===== src/rtl/gcs_pkg.sv =====
`default_nettype none
// ============================================================================
// gcs_pkg: shared types and constants for the genotype call statistics block
// Holds the command codes, the allele base codes, the counter layout and the
// per-call increment record passed between the classifier and the counters.
// ============================================================================
package gcs_pkg;

    localparam int CHROM_BITS  = 5;
    localparam int ALLELE_BITS = 8;
    localparam int FIELD_BITS  = 32;

    // Chromosome numbers with a meaning of their own.
    localparam logic [CHROM_BITS-1:0] CHROM_X    = 5'd23;
    localparam logic [CHROM_BITS-1:0] CHROM_Y    = 5'd24;
    localparam logic [CHROM_BITS-1:0] CHROM_MITO = 5'd25;

    // ASCII codes of the proper bases.
    localparam logic [ALLELE_BITS-1:0] CHAR_A = 8'h41;
    localparam logic [ALLELE_BITS-1:0] CHAR_C = 8'h43;
    localparam logic [ALLELE_BITS-1:0] CHAR_G = 8'h47;
    localparam logic [ALLELE_BITS-1:0] CHAR_T = 8'h54;

    typedef enum logic
    {
        CMD_COUNT = 1'b0,
        CMD_READ  = 1'b1
    } cmd_t;

    typedef enum logic [2:0]
    {
        BASE_A,
        BASE_C,
        BASE_G,
        BASE_T,
        BASE_NONE
    } base_t;

    // Order of the six counters kept per chromosome and genome wide.
    localparam int CNT_CALL  = 0;
    localparam int CNT_HOMO  = 1;
    localparam int CNT_BASE0 = 2;
    localparam int NUM_BASES = 4;
    localparam int NUM_CNT   = 6;

    typedef logic [1:0] amount_t;

    typedef struct packed
    {
        logic [NUM_CNT-1:0][1:0] amount;
        logic                    autosomal;
        logic                    double_x;
        logic                    set_y;
        logic                    set_mito;
    } incr_t;

    function automatic base_t base_code(input logic [ALLELE_BITS-1:0] ch);
        base_t code;
        case (ch)
            CHAR_A:  code = BASE_A;
            CHAR_C:  code = BASE_C;
            CHAR_G:  code = BASE_G;
            CHAR_T:  code = BASE_T;
            default: code = BASE_NONE;
        endcase
        return code;
    endfunction

endpackage
`default_nettype wire


===== src/rtl/gcs_classify.sv =====
`default_nettype none
// ============================================================================
// gcs_classify: call classifier
// Decodes the two allele characters and the chromosome of one call into the
// amounts added to each counter and the genome-wide side effects.
// ============================================================================
module gcs_classify
(
    input  wire logic [gcs_pkg::CHROM_BITS-1:0]  chromosome,
    input  wire logic [gcs_pkg::ALLELE_BITS-1:0] allele_first,
    input  wire logic [gcs_pkg::ALLELE_BITS-1:0] allele_second,
    output gcs_pkg::incr_t                       incr
);

    gcs_pkg::base_t code_first;
    gcs_pkg::base_t code_second;
    logic           proper_first;
    logic           proper_second;
    logic           any_proper;
    logic           homozygous;

    assign code_first    = gcs_pkg::base_code(allele_first);
    assign code_second   = gcs_pkg::base_code(allele_second);
    assign proper_first  = (code_first != gcs_pkg::BASE_NONE);
    assign proper_second = (code_second != gcs_pkg::BASE_NONE);
    assign any_proper    = proper_first || proper_second;
    assign homozygous    = any_proper && (allele_first == allele_second);

    always_comb
    begin
        incr = '0;
        incr.amount[gcs_pkg::CNT_CALL] = 2'd1;
        incr.amount[gcs_pkg::CNT_HOMO] = {1'b0, homozygous};
        // A homozygous call adds two to its base; otherwise each proper
        // character adds one.
        for (int b = 0; b < gcs_pkg::NUM_BASES; b++)
        begin
            if (homozygous)
            begin
                incr.amount[gcs_pkg::CNT_BASE0 + b] =
                    (code_first == gcs_pkg::base_t'(b)) ? 2'd2 : 2'd0;
            end
            else
            begin
                incr.amount[gcs_pkg::CNT_BASE0 + b] =
                    {1'b0, code_first == gcs_pkg::base_t'(b)}
                    + {1'b0, code_second == gcs_pkg::base_t'(b)};
            end
        end
        incr.autosomal = (chromosome < gcs_pkg::CHROM_X);
        incr.double_x  = (chromosome == gcs_pkg::CHROM_X) && proper_first && proper_second;
        incr.set_y     = (chromosome == gcs_pkg::CHROM_Y) && any_proper;
        incr.set_mito  = (chromosome == gcs_pkg::CHROM_MITO) && any_proper;
    end

endmodule
`default_nettype wire


===== config.mk =====
export PLATFORM = sky130hd
export DESIGN_NAME = gcs_classify
export DESIGN_NICKNAME = d
export VERILOG_FILES = /design/src/rtl/gcs_pkg.sv /design/src/rtl/gcs_classify.sv
export SDC_FILE = /design/constraint.sdc
export NUM_CORES = 1
export LEC_CHECK = 0
export BUFFER_PORTS_ARGS = -buffer_cell sky130_fd_sc_hd__buf_2
export CORE_AREA = 2 2 39 41
export DETAILED_ROUTE_END_ITERATION = 8
export DIE_AREA = 0 0 41 43
export GPL_TIMING_DRIVEN = 0
export PLACE_DENSITY_LB_ADDON = 0.25
export SETUP_SLACK_MARGIN = 0.3
export SLEW_MARGIN = 20
export SYNTH_ARGS = -nofsm -noshare
export SYNTH_HDL_FRONTEND = slang
export SYNTH_SLANG_ARGS = --single-unit

===== constraint.sdc =====
create_clock -name vclk -period 3
set_input_delay 0.15 -clock vclk [all_inputs]
set_output_delay 0.15 -clock vclk [all_outputs]
set_load 0.05 [all_outputs]

==> metrics.md <==
| Metric | Value |
|---|---|
| Starting Density | around two fifths |
| Busiest grt layer | met2 |
| Port Buf Inserts | 34 |
| Post-route clock period utilization | approximately 65% |
| Yosys top cell area share | 13.1% |
| Layout cells sized above 1 | 48.5% |
| DR vias/cell | ~4.8 |
| M3 GR Usage | 0% |
| First-pass GRT wire length | about 1800 um |
| Setup Fix Bufs, Post-CTS | 0 |
| Worst-path cell chain | buf_2, or4b_4, nor4_1, ha_1, and2_1, buf_2 |
| Max incr delay on CP | 0.58 ns |
| Worst Hold Path Cells | 3 |
| Combinational family with the most area after synthesis | simple AND/OR/NAND/NOR gates |
| Syn. warnings | 0 |
| Fin. max-slew vios | 0 |
| Antenna violations before repair | 0 |
| Dpl ws | between 1 and 1.5 ns |
| Grt ovf | 0 |
| Cell count after synthesis | 64 |
| Clkbuf count | 0 |
| DP HPWL | 1020 um |
| Max FO, Critical Path | 5 |
| Synth unique cells | 29 |
| Synth Area in Compound Gates | 10.1% |
| Fmax | 0.515 GHz |
| Vias in the first global route | between 400 and 500 |
| Avg Cell Area, Syn | 8.35 um^2 |
| RSZ-0062 raised after global routing | false |
| Remaining routing DRC violations | 0 |
| Commonest non-fill, non-tap cell in the layout | buf_2 |
| Register Area | 0 um^2 |
| Maximum vdd drop | ~0.047 mV |
| Site Rows | 14 |
| Largest net degree at the start of global routing | 10 |
| P&R area growth vs syn | 36.3% |
| PnR worst setup slack | 1.06 ns |
| Hold-fix buffers, CTS | 0 |
| Post-Synth Simple-Gate Area | about 47% |
| Finish-stage setup viols | 0 |
| Final GP Congestion | ~0.83 |
| Crit path time final | roughly 1.9 ns |
| Power Density | 94.2 mW/mm^2 |
| Total global-route track usage | 14.2% |
| Register area share after synthesis | 0% |
| Critical Path RT | 2.85 ns |
| Most frequent cells in the layout | 34 x buf_2, 8 x xor2_1 |
| Leakage | between 0.4 and 0.5 nW |
| Die ar. | between 0.0015 and 0.002 mm^2 |
| Number of sequential cells | 0 |
| Ports | 37 |
| Critical path class | input port to output port |
| XOR/XNOR share of the synthesized area | 13.1% |
| Routed WL | about 1100 um |
| NumNets Final | between 100 and 150 |
| Per-cell routed wire length | approximately 9.4 um |
| Slowest CP cell | or4b_4 |
| Max cap viols | 0 |
| Adder-Cell Fraction of Synth Area | 9.37% |
| Hold Path Class | input port to output port |
| Die H | 43 um |
| CTS resizes | 0 |
| Crit path capture type | output port |
| Final Cell Area | ~730 um^2 |
| Met2 Usage GRT | ~26% |
| Yosys top cell by area | xor2_1 |
| Crit-path most repeated cell | buf_2 |
| Final hold violations | 0 |
| Mux share of post-synthesis cell area | 9.13% |
| Placed Area | ~730 um^2 |
| Ant. Diodes | 0 |
| Startpoint types | input port |
| Die width | 41 um |
| Critical path arrival | approximately 1.8 ns |
| DR iter-0 viols | 6 |
| Met1 usage | a little under a fifth |
| Cell Area, Synth | roughly 530 um^2 |
| Setup TNS | 0 ns |
| Post-route ant nets | 0 |
| Via Count | ~560 |
| Core Region | ~0.0014 mm^2 |
| Status | complete, no violations |
| Largest cells by area after synthesis | xor2_1 13%, ha_1 9.4%, mux2_1 6.3% |
| Initial DRT Pass Iterations | 3 |
-- layout make-up --
type,instances,area (um^2)
plain buffers,4,30.0
fillers,135,656
inverters,5,23.8
multi-input cells,56,484
well taps,16,20.0
repair buffers,34,170
-- critical path: cells and delay by family --
family | cells | cell delay [ns]
AND/OR/NAND/NOR | 3 | 1.03
adder cells (fa/ha/maj) | 1 | 0.29
buffers and inverters | 2 | 0.31
-- per-layer routing --
| layer | share of wire (%) | up-vias | wire (um) |
|---|---|---|---|
| met5 | 0 | - | 0 |
| met4 | 0 | 0 | 0 |
| met3 | 5.9 | 0 | 64 |
| met2 | 52 | 19 | 567 |
| met1 | 42 | 247 | 452 |
| li1 | - | 290 | - |
-- Yosys cell counts, types with 2 or more instances --
cell / n
buf_4: 4
nand2_1: 2
conb_1: 2
nor2b_1: 3
mux2_1: 3
or4b_4: 2
ha_1: 4
inv_1: 4
xor2_1: 8
nor4_1: 4
and3_1: 2
nand2b_1: 2
nor4bb_1: 2
nor2_1: 4
and2_1: 4
-- power breakdown --
group | internal, mW | switching (mW) | total, mW | leakage [nW]
Combinational | 0.0277 | 0.0410 | 0.0686 | 0.416
Sequential | 0 | 0 | 0 | 0
Clock | 0 | 0 | 0 | 0
-- per-stage QoR --
| stage | hold slack, ns | utilization (%) | instances | power (mW) |
|---|---|---|---|---|
| 6_report | 0.638 | 52.6 | 115 | 0.0686 |
| 5_1_grt | 0.655 | 52.6 | 115 | 0.0745 |
| 4_1_cts | 0.639 | 52.6 | 115 | 0.0691 |
| 3_5_place_dp | 0.639 | 52.6 | 115 | 0.0690 |
| 3_3_place_gp | 0.629 | 52.6 | 115 | 0.0678 |
| 2_1_floorplan | 0.476 | - | 65 | 0.0436 |
-- cell families (layout without fill, tap and decap cells) --
group                    after synthesis  in the layout
adder cells (fa/ha/maj)                4              4
buffers and inverters                  9             43
multiplexers                           4              4
other                                  2              3
XOR/XNOR                               8              8
AO/OA/AOI/OAI                          4              4
AND/OR/NAND/NOR                       33             33
-- path summary, 6_finish.rpt --
path	from	endpoint	slack (ns)
max	allele_first[7]	incr[8]	1.06
min	chromosome[0]	incr[1]	0.64
No activity file was read; power rests on OpenSTA's default activity.
